## src/sv/etx_pkg.sv

```systemverilog
// Package for the escaped frame transmitter: byte codes, sequencer steps,
// queue entry types and the CRC-32 / hex helpers.
// No dependencies.
`default_nettype none

package etx_pkg;

  // Special byte values
  localparam logic [7:0] ESC_BYTE   = 8'h5C;
  localparam logic [7:0] TILDE_BYTE = 8'h7E;
  localparam logic [7:0] NL_BYTE    = 8'h0A;
  localparam logic [7:0] SPACE_BYTE = 8'h20;
  localparam logic [7:0] ESC_FLIP   = 8'h20;

  // Reflected CRC-32
  localparam logic [31:0] CRC_POLY = 32'hEDB88320;
  localparam logic [31:0] CRC_INIT = 32'hFFFFFFFF;

  // Output sequencer steps for one queued item
  localparam logic [3:0] STEP_ESC     = 4'd0;   // escape prefix
  localparam logic [3:0] STEP_BYTE    = 4'd1;   // the data byte itself
  localparam logic [3:0] STEP_SPACE   = 4'd2;   // trailer separator
  localparam logic [3:0] STEP_HEX_TOP = 4'd10;  // last hex digit step
  localparam logic [3:0] STEP_NL      = 4'd11;  // closing newline

  // Classified item handed from front to back
  typedef struct packed {
    logic [7:0]  data;
    logic        esc;
    logic        last;
    logic [31:0] crc;   // final (inverted) CRC, meaningful when last
  } desc_t;

  // Queue write side
  typedef struct packed {
    logic  push;
    desc_t desc;
  } q_wr_t;

  // Queue head as seen by the back end
  typedef struct packed {
    logic  valid;
    desc_t desc;
  } q_rd_t;

  // One byte of reflected CRC-32, bitwise
  function automatic logic [31:0] crc_byte(input logic [31:0] crc_in, input logic [7:0] b);
    logic [31:0] c;
    c = crc_in ^ {24'h0, b};
    for (int i = 0; i < 8; i++) begin
      c = c[0] ? ((c >> 1) ^ CRC_POLY) : (c >> 1);
    end
    return c;
  endfunction

  // Upper-case ASCII hex digit
  function automatic logic [7:0] hex_char(input logic [3:0] nib);
    logic [7:0] r;
    if (nib < 4'd10) begin
      r = 8'h30 + {4'h0, nib};
    end else begin
      r = 8'h41 + {4'h0, nib - 4'd10};
    end
    return r;
  endfunction

endpackage

`default_nettype wire

```

## src/sv/etx_in_if.sv

```systemverilog
// Input channel interface: raw frame bytes with last-byte flag.
// Depends on nothing.
`default_nettype none

interface etx_in_if;
  logic       valid;
  logic       ready;
  logic [7:0] data_byte;
  logic       frame_last;

  modport source (output valid, output data_byte, output frame_last, input ready);
  modport sink   (input valid, input data_byte, input frame_last, output ready);
endinterface

`default_nettype wire

```

## src/sv/etx_out_if.sv

```systemverilog
// Output channel interface: encoded serial bytes with run and frame markers.
// Depends on nothing.
`default_nettype none

interface etx_out_if;
  logic       valid;
  logic       ready;
  logic [7:0] out_byte;
  logic       run_last;
  logic       frame_end;

  modport source (output valid, output out_byte, output run_last, output frame_end,
                  input ready);
  modport sink   (input valid, input out_byte, input run_last, input frame_end,
                  output ready);
endinterface

`default_nettype wire

```

## src/sv/etx_front.sv

```systemverilog
// Front end: accepts raw bytes, runs the CRC and classifies each item.
// Depends on etx_pkg and etx_in_if.
`default_nettype none

module etx_front (
  input  wire            clk,
  input  wire            rst_n,
  etx_in_if.sink         in_ch,
  input  wire            q_full,
  output etx_pkg::q_wr_t q_wr
);

  logic [31:0] crc_r;
  logic [31:0] crc_nxt;
  logic [31:0] crc_upd;
  logic        accept;
  logic [7:0]  b;

  assign in_ch.ready = !q_full;
  assign accept      = in_ch.valid && !q_full;
  assign b           = in_ch.data_byte;

  // CRC over the unescaped byte; restart after the frame's last byte
  always_comb begin
    crc_upd = etx_pkg::crc_byte(crc_r, b);
    crc_nxt = crc_r;
    if (accept) begin
      crc_nxt = in_ch.frame_last ? etx_pkg::CRC_INIT : crc_upd;
    end
  end

  always_ff @(posedge clk) begin
    if (!rst_n) begin
      crc_r <= etx_pkg::CRC_INIT;
    end else begin
      crc_r <= crc_nxt;
    end
  end

  // Classification into a queue entry
  always_comb begin
    q_wr.push      = accept;
    q_wr.desc.data = b;
    q_wr.desc.esc  = (b == etx_pkg::TILDE_BYTE) || (b == etx_pkg::NL_BYTE) ||
                     (b == etx_pkg::ESC_BYTE);
    q_wr.desc.last = in_ch.frame_last;
    q_wr.desc.crc  = crc_upd ^ etx_pkg::CRC_INIT;
  end

endmodule

`default_nettype wire

```

## src/sv/etx_queue.sv

```systemverilog
// Small FIFO of classified items between front and back ends.
// Depends on etx_pkg.
`default_nettype none

module etx_queue #(
  parameter int DEPTH = 4
) (
  input  wire            clk,
  input  wire            rst_n,
  input  etx_pkg::q_wr_t q_wr,
  input  wire            pop,
  output logic           full,
  output etx_pkg::q_rd_t q_rd
);

  localparam int PW = (DEPTH > 1) ? $clog2(DEPTH) : 1;
  localparam int CW = $clog2(DEPTH + 1);

  etx_pkg::desc_t mem_r [DEPTH];
  logic [PW-1:0]  wptr_r, wptr_nxt;
  logic [PW-1:0]  rptr_r, rptr_nxt;
  logic [CW-1:0]  count_r, count_nxt;
  logic           do_push, do_pop;

  assign full       = (count_r == CW'(DEPTH));
  assign q_rd.valid = (count_r != '0);
  assign q_rd.desc  = mem_r[rptr_r];
  assign do_push    = q_wr.push && !full;
  assign do_pop     = pop && q_rd.valid;

  // Pointer and count update
  always_comb begin
    wptr_nxt  = wptr_r;
    rptr_nxt  = rptr_r;
    count_nxt = count_r;
    if (do_push) begin
      wptr_nxt = (wptr_r == PW'(DEPTH - 1)) ? '0 : wptr_r + 1'b1;
    end
    if (do_pop) begin
      rptr_nxt = (rptr_r == PW'(DEPTH - 1)) ? '0 : rptr_r + 1'b1;
    end
    case ({do_push, do_pop})
      2'b10:   count_nxt = count_r + 1'b1;
      2'b01:   count_nxt = count_r - 1'b1;
      default: count_nxt = count_r;
    endcase
  end

  always_ff @(posedge clk) begin
    if (!rst_n) begin
      wptr_r  <= '0;
      rptr_r  <= '0;
      count_r <= '0;
    end else begin
      wptr_r  <= wptr_nxt;
      rptr_r  <= rptr_nxt;
      count_r <= count_nxt;
    end
  end

  // Entry storage
  always_ff @(posedge clk) begin
    if (do_push) begin
      mem_r[wptr_r] <= q_wr.desc;
    end
  end

endmodule

`default_nettype wire

```

## src/sv/etx_back.sv

```systemverilog
// Back end: steps through the output bytes of the queue head item into a
// registered output stage. Depends on etx_pkg and etx_out_if.
`default_nettype none

module etx_back (
  input  wire            clk,
  input  wire            rst_n,
  input  etx_pkg::q_rd_t q_rd,
  output logic           pop,
  etx_out_if.source      out_ch
);

  logic [3:0] step_r, step_nxt;
  logic [3:0] eff;
  logic       fin;
  logic       load;
  logic [2:0] nib_idx;
  logic [7:0] byte_val;
  logic       out_valid_r, out_valid_nxt;
  logic [7:0] out_byte_r;
  logic       run_last_r;
  logic       frame_end_r;

  // Skip the escape prefix for plain bytes
  assign eff     = (step_r == etx_pkg::STEP_ESC && !q_rd.desc.esc) ? etx_pkg::STEP_BYTE
                                                                   : step_r;
  assign fin     = q_rd.desc.last ? (eff == etx_pkg::STEP_NL) : (eff == etx_pkg::STEP_BYTE);
  assign load    = q_rd.valid && (!out_valid_r || out_ch.ready);
  assign pop     = load && fin;
  assign nib_idx = 3'(etx_pkg::STEP_HEX_TOP - eff);

  // Byte for the current step
  always_comb begin
    case (eff)
      etx_pkg::STEP_ESC:   byte_val = etx_pkg::ESC_BYTE;
      etx_pkg::STEP_BYTE:  byte_val = q_rd.desc.data ^
                                      (q_rd.desc.esc ? etx_pkg::ESC_FLIP : 8'h00);
      etx_pkg::STEP_SPACE: byte_val = etx_pkg::SPACE_BYTE;
      etx_pkg::STEP_NL:    byte_val = etx_pkg::NL_BYTE;
      default:             byte_val = etx_pkg::hex_char(q_rd.desc.crc[{nib_idx, 2'b00} +: 4]);
    endcase
  end

  // Sequencer and output valid
  always_comb begin
    step_nxt      = step_r;
    out_valid_nxt = out_valid_r;
    if (load) begin
      step_nxt      = fin ? etx_pkg::STEP_ESC : eff + 4'd1;
      out_valid_nxt = 1'b1;
    end else if (out_ch.ready) begin
      out_valid_nxt = 1'b0;
    end
  end

  always_ff @(posedge clk) begin
    if (!rst_n) begin
      step_r      <= etx_pkg::STEP_ESC;
      out_valid_r <= 1'b0;
    end else begin
      step_r      <= step_nxt;
      out_valid_r <= out_valid_nxt;
    end
  end

  // Output payload register
  always_ff @(posedge clk) begin
    if (load) begin
      out_byte_r  <= byte_val;
      run_last_r  <= fin;
      frame_end_r <= (eff == etx_pkg::STEP_NL);
    end
  end

  assign out_ch.valid     = out_valid_r;
  assign out_ch.out_byte  = out_byte_r;
  assign out_ch.run_last  = run_last_r;
  assign out_ch.frame_end = frame_end_r;

endmodule

`default_nettype wire

```

## src/sv/escaped_frame_tx_crc32_top.sv

```systemverilog
// Escaped frame transmitter with CRC-32 trailer, top level.
// An item's first output byte is valid after the queue and the output register.
// Throughput: one output byte per cycle while out_ch.ready; an item is one byte (plain),
// two (escaped), plus ten for the trailer; input is taken each cycle the queue has room.
// Reset: synchronous active-low rst_n empties the queue and output stage and sets the
// CRC to all ones.
`default_nettype none

module escaped_frame_tx_crc32_top #(
  parameter int QUEUE_DEPTH = 4
) (
  input  wire       clk,
  input  wire       rst_n,
  etx_in_if.sink    in_ch,
  etx_out_if.source out_ch
);

  etx_pkg::q_wr_t q_wr;
  etx_pkg::q_rd_t q_rd;
  logic           q_full;
  logic           q_pop;

  etx_front u_front (
    .clk    (clk),
    .rst_n  (rst_n),
    .in_ch  (in_ch),
    .q_full (q_full),
    .q_wr   (q_wr)
  );

  etx_queue #(
    .DEPTH (QUEUE_DEPTH)
  ) u_queue (
    .clk   (clk),
    .rst_n (rst_n),
    .q_wr  (q_wr),
    .pop   (q_pop),
    .full  (q_full),
    .q_rd  (q_rd)
  );

  etx_back u_back (
    .clk    (clk),
    .rst_n  (rst_n),
    .q_rd   (q_rd),
    .pop    (q_pop),
    .out_ch (out_ch)
  );

`ifndef SYNTH
  // Front never pushes into a full queue
  a_no_overflow: assert property (@(posedge clk) disable iff (!rst_n)
    q_wr.push |-> !q_full)
    else $error("push into full queue");

  // Back only retires an item that is present
  a_no_underflow: assert property (@(posedge clk) disable iff (!rst_n)
    q_pop |-> q_rd.valid)
    else $error("pop from empty queue");

  // Frame end is the newline closing the item's run
  a_frame_end: assert property (@(posedge clk) disable iff (!rst_n)
    (out_ch.valid && out_ch.frame_end) |->
      (out_ch.run_last && out_ch.out_byte == etx_pkg::NL_BYTE))
    else $error("frame end not on closing newline");

  // A retired item leaves an output byte on the next cycle
  a_pop_emits: assert property (@(posedge clk) disable iff (!rst_n)
    q_pop |=> (out_ch.valid && out_ch.run_last))
    else $error("retired item without run-last byte");
`endif

endmodule

`default_nettype wire

```

## src/flat_wrapper.sv

```systemverilog
// flat-port wrapper written by rule: the top's interface ports become plain ports
module escaped_frame_tx_crc32_top_flat 
#(
  parameter int QUEUE_DEPTH = 4
)
  (clk, rst_n, in_ch_valid, in_ch_data_byte, in_ch_frame_last, in_ch_ready, out_ch_valid, out_ch_out_byte, out_ch_run_last, out_ch_frame_end, out_ch_ready);
  etx_in_if in_ch_i ();
  etx_out_if out_ch_i ();
  input  wire clk;
  input  wire rst_n;
  input wire logic [$bits(in_ch_i.valid)-1:0] in_ch_valid;
  input wire logic [$bits(in_ch_i.data_byte)-1:0] in_ch_data_byte;
  input wire logic [$bits(in_ch_i.frame_last)-1:0] in_ch_frame_last;
  output wire logic [$bits(in_ch_i.ready)-1:0] in_ch_ready;
  output wire logic [$bits(out_ch_i.valid)-1:0] out_ch_valid;
  output wire logic [$bits(out_ch_i.out_byte)-1:0] out_ch_out_byte;
  output wire logic [$bits(out_ch_i.run_last)-1:0] out_ch_run_last;
  output wire logic [$bits(out_ch_i.frame_end)-1:0] out_ch_frame_end;
  input wire logic [$bits(out_ch_i.ready)-1:0] out_ch_ready;
  assign in_ch_i.valid = in_ch_valid;
  assign in_ch_i.data_byte = in_ch_data_byte;
  assign in_ch_i.frame_last = in_ch_frame_last;
  assign in_ch_ready = in_ch_i.ready;
  assign out_ch_valid = out_ch_i.valid;
  assign out_ch_out_byte = out_ch_i.out_byte;
  assign out_ch_run_last = out_ch_i.run_last;
  assign out_ch_frame_end = out_ch_i.frame_end;
  assign out_ch_i.ready = out_ch_ready;
  escaped_frame_tx_crc32_top #(.QUEUE_DEPTH(QUEUE_DEPTH)) u_core (.clk(clk), .rst_n(rst_n), .in_ch(in_ch_i), .out_ch(out_ch_i));
endmodule
```

## config.mk

```make
export PLATFORM = sky130hd
export DESIGN_NAME = escaped_frame_tx_crc32_top_flat
export DESIGN_NICKNAME = d
export VERILOG_FILES = /design/src/sv/etx_pkg.sv /design/src/sv/etx_in_if.sv /design/src/sv/etx_out_if.sv /design/src/sv/etx_front.sv /design/src/sv/etx_queue.sv /design/src/sv/etx_back.sv /design/src/sv/escaped_frame_tx_crc32_top.sv /design/src/flat_wrapper.sv
export SDC_FILE = /design/constraint.sdc
export NUM_CORES = 1
export LEC_CHECK = 0
export ABC_AREA = 0
export BUFFER_PORTS_ARGS = -buffer_cell sky130_fd_sc_hd__buf_2
export CORE_UTILIZATION = 55
export CTS_CLUSTER_DIAMETER = 50
export CTS_CLUSTER_SIZE = 24
export DETAILED_ROUTE_END_ITERATION = 10
export PLACE_DENSITY_LB_ADDON = 0.12
export SYNTH_ARGS = -nofsm -noshare
export SYNTH_HDL_FRONTEND = slang
export SYNTH_SLANG_ARGS = --single-unit
```

## constraint.sdc

```tcl
create_clock -name clk -period 7.75 [get_ports clk]
set_input_delay 0.775 -clock clk [delete_from_list [all_inputs] [get_ports clk]]
set_output_delay 0.775 -clock clk [all_outputs]
set_load 0.01 [all_outputs]
```

==> summary.md <==
| Metric | Value |
|---|---|
| Outcome | `finished, final reports clean` |
| Combinational share of power | `31.6%` |
| CP Max Fanout | `31` |
| PwrDens | `402 mW/mm²` |
| Clk sink count | `224` |
| Routability Congestion | `0.857` |
| Via count | `5,090` |
| Gates resized, CTS repair | `0` |
| Post-synth ARST share | `0%` |
| Share of cells above drive strength 1 | `19.7%` |
| Longest Clk Path Bufs | `3` |
| Fin. max-slew vios | `0` |
| Wire length per cell | `22.2 µm` |
| Int Pwr | `0.00285 W` |
| Final hold violations | `0` |
| Flop pwr share | `42.5%` |
| Clk Latency, worst-skew pair | `0.51 ns` |
| Synthesized area | `0.00952 mm²` |
| GR Util All Layers | `22.7%` |
| Port-buffer cells | `24` |
| Switching share of total power | `33.1%` |
| Starting DRT DRC Count | `415` |
| CTS buffer count | `23` |
| Number of global-route vias before repair | `5,242` |
| Setup TNS | `0 ns` |
| Met1 WL | `8870 µm` |
| Syn Inst Count | `600` |
| Clock transition at path regs | `0.07 ns` |
| Critical-path cell list | `buf_4 -> mux4_2 -> and2_2 -> or2_1 -> o21ai_1 -> and2_1 -> ha_1 -> fa_1 -> xnor2_1 -> or3_1 -> a21boi_0` |
| First-pass GRT wire length | `30,100 µm` |
| Metal3 WL | `854 µm` |
| Global route overflow | `0` |
| Register area | `0.00627 mm²` |
| Core ar. | `0.0168 mm²` |
| Routed WL | `19,300 µm` |
| Final std cells w/o fill | `866` |
| Post-route ant nets | `0` |
| Hold Crit Depth | `2` |
| DRT Pass-1 Iters | `6` |
| Number of synthesized flops with an enable pin | `178` |
| CTS H-tree lvls | `1` |
| Cell Rows | `47` |
| Worst-margin pin slew | `0.993 ns` |
| Die area | `0.0178 mm²` |
| CP Capture Type | `flip-flop` |
| Post-synth top flop | `edfxtp_1` |
| Clock Tree Root | `clkbuf_16` |
| Peak VDD IR | `0.217 mV` |
| Final nets | `652` |
| CTS tree | `yes` |
| Clock power share | `25.9%` |
| Final Setup Violations | `0` |
| RSZ-0062 raised after global routing | `no` |
| DR top layer | `met4` |
| Max Fclk | `252 MHz` |
| Number of synthesis warnings | `0` |
| Antenna cells | `0` |
| Vias per inst | `5.88` |
| Max-slew headroom | `33.3%` |
| Synth area leader | `edfxtp_1` |
| Reg2reg end | `u_core.u_queue.count_r[2]` |
| Syn nets | `622` |
| Starting density of the core | `56.8%` |
| Leakage | `3.50 nW` |
| Cell with the most instances after synthesis | `edfxtp_1` |
| Area grow syn2layout | `11.4%` |
| Postcts setup bufs | `0` |
| Top cells by count, synth | `edfxtp_1, nand2_1, dfxtp_1, xnor2_1, mux4_2` |
| Hold path startpoint | `u_core.u_back.out_ch.valid` |
| Post-synth top area share | `56.2%` |
| Crit Path Category | `reg -> reg` |
| Met2 Routed Length | `9240 µm` |
| Final period util | `51.3%` |
| FF-to-FF setup slack | `3.77 ns` |
| Synth cell types | `59` |
| Worst Skew | `0.0201 ns` |
| Initial antenna violation count | `0` |
| Footprint of the multi-input gates | `0.00305 mm²` |
| Min Tclk post-route | `3.98 ns` |
| Avg Inst Size Synth | `15.9 µm²` |
| Die width | `134 µm` |
| Worst R2R Path Depth | `11` |
| Max_cap viols | `0` |
| DIE HEIGHT | `134 µm` |
| Synth area leaders | `edfxtp_1, dfxtp_1, mux4_2` |
| Critical path's slowest cell | `mux4_2` |
| Crit path largest cell delay | `0.66 ns` |
| Placed insts | `825` |
| FF+latch count, synth | `224` |
| Residual DRC | `0` |
| Worst EP arrival | `4.40 ns` |
| I/O pin cnt | `25` |
| Filler Cells Inserted | `1,216` |
| Critical Path RT | `8.17 ns` |
| NetSw | `0.00141 W` |
| Hold Crit Endpoint | `u_core.u_back.out_ch.valid` |
| Hold Buf Count CTS | `0` |
| Largest net degree at the start of global routing | `47` |
| DP HPWL | `12,200 µm` |
| Worst Hold Class | `reg -> reg` |
| Seq/Total Area, Yosys | `65.8%` |
| Critical path startpoint category | `flip-flop` |
critical path, delay by kind of cell, from the launching register on:
kind	cells	cell delay, ns
AOI/OAI and AO/OA	2	0.36
xor gates and xnor gates	1	0.08
adders and majority gates	2	0.48
buffers and inverters	1	0.61
DFF	1	0.56
muxes	1	0.66
and+or+nand+nor	4	1.12
worst max-delay path by stage:
stage	start	endpoint	slack, ns	cells after the start
CTS	flip-flop	u_core.u_queue.count_r[2]	3.70	11
global route	flip-flop	u_core.u_queue.count_r[2]	3.44	11
detailed placement	flip-flop	u_core.u_queue.count_r[2]	3.75	11
global placement	flip-flop	u_core.u_queue.count_r[2]	3.83	11
floorplan	out_ch_ready	u_core.u_queue.count_r[2]	4.91	9
finish	flip-flop	u_core.u_queue.count_r[2]	3.77	11
power groups by stage:
stage          Combinational (W)  Clock, W  Sequential, W
3_5_place_dp             0.00134         0        0.00184
3_3_place_gp             0.00131         0        0.00183
5_1_grt                  0.00147   0.00117        0.00183
4_1_cts                  0.00135   0.00112        0.00181
2_1_floorplan           0.000989         0        0.00181
6_report                 0.00135   0.00111        0.00181
layout make-up:
class / count / share of cell area [%]
Clock inverter: 15 / 1.76
Tap cell: 220 / 2.60
Inverter: 12 / 0.425
Multi-Input combinational cell: 336 / 28.8
Timing Repair Buffer: 33 / 1.77
Clock buffer: 26 / 5.54
Sequential cell: 224 / 59.1
layer usage:
layer / vias to the layer above / track usage [%]
met4: 0 / 5.37
li1: 2346 / -
met3: 28 / 3.04
met2: 122 / 37.4
met1: 2594 / 32.4
met5: - / 0
through the flow:
stage | cell area (µm²) | total power, W | setup slack (ns) | util [%] | hold slack (ns)
2_1_floorplan | 9520 | 0.00280 | 4.91 | - | 0.453
3_3_place_gp | 9830 | 0.00313 | 3.83 | 58.6 | 0.464
3_5_place_dp | 9830 | 0.00318 | 3.75 | 58.6 | 0.469
4_1_cts | 10600 | 0.00429 | 3.70 | 63.3 | 0.478
5_1_grt | 10600 | 0.00447 | 3.44 | 63.3 | 0.505
6_report | 10600 | 0.00426 | 3.77 | 63.3 | 0.475
state kept, by name (all words and copies together) (netlist names), named ones only:
name and cells:
u_core.u_back.step_r 4, u_core.u_front.crc_r 32, u_core.u_back.out_ch.valid 1, u_core.u_queue.wptr_r 2, u_core.u_queue.rptr_r 2, u_core.u_back.out_ch.run_last 1
u_core.u_back.out_ch.frame_end 1, u_core.u_queue.mem_r 168, u_core.u_queue.count_r 3, u_core.u_back.out_ch.out_byte 8
cells by family (layout without fill, tap and decap cells):
| family | after synthesis | count (layout) | synth area share [%] |
|---|---|---|---|
| AOI/OAI and AO/OA | 82 | 82 | 6.85 |
| xor gates and xnor gates | 75 | 75 | 7.22 |
| adders and majority gates | 9 | 9 | 1.26 |
| buffers and inverters | 40 | 86 | 2.18 |
| DFF | 224 | 224 | 65.8 |
| muxes | 56 | 56 | 11.0 |
| and+or+nand+nor | 114 | 114 | 5.69 |
cell usage in the layout (no fill, tap or decap), drive strengths merged, types with 3 or more instances in the layout:
cell type,instances
o211ai,3
a21oi,14
mux4,38
o21a,5
mux2i,18
or3,4
nand2b,9
xnor2,45
nor2b,6
dfxtp,46
nor2,17
o21ai,10
xor2,30
o2bb2ai,27
a21boi,3
buf,33
and3,4
clkinv,7
ha,8
nand2,51
edfxtp,178
clkbuf,26
nor3,7
nand3,4
and2,5
inv,17
No activity file was read; power rests on OpenSTA's default activity.
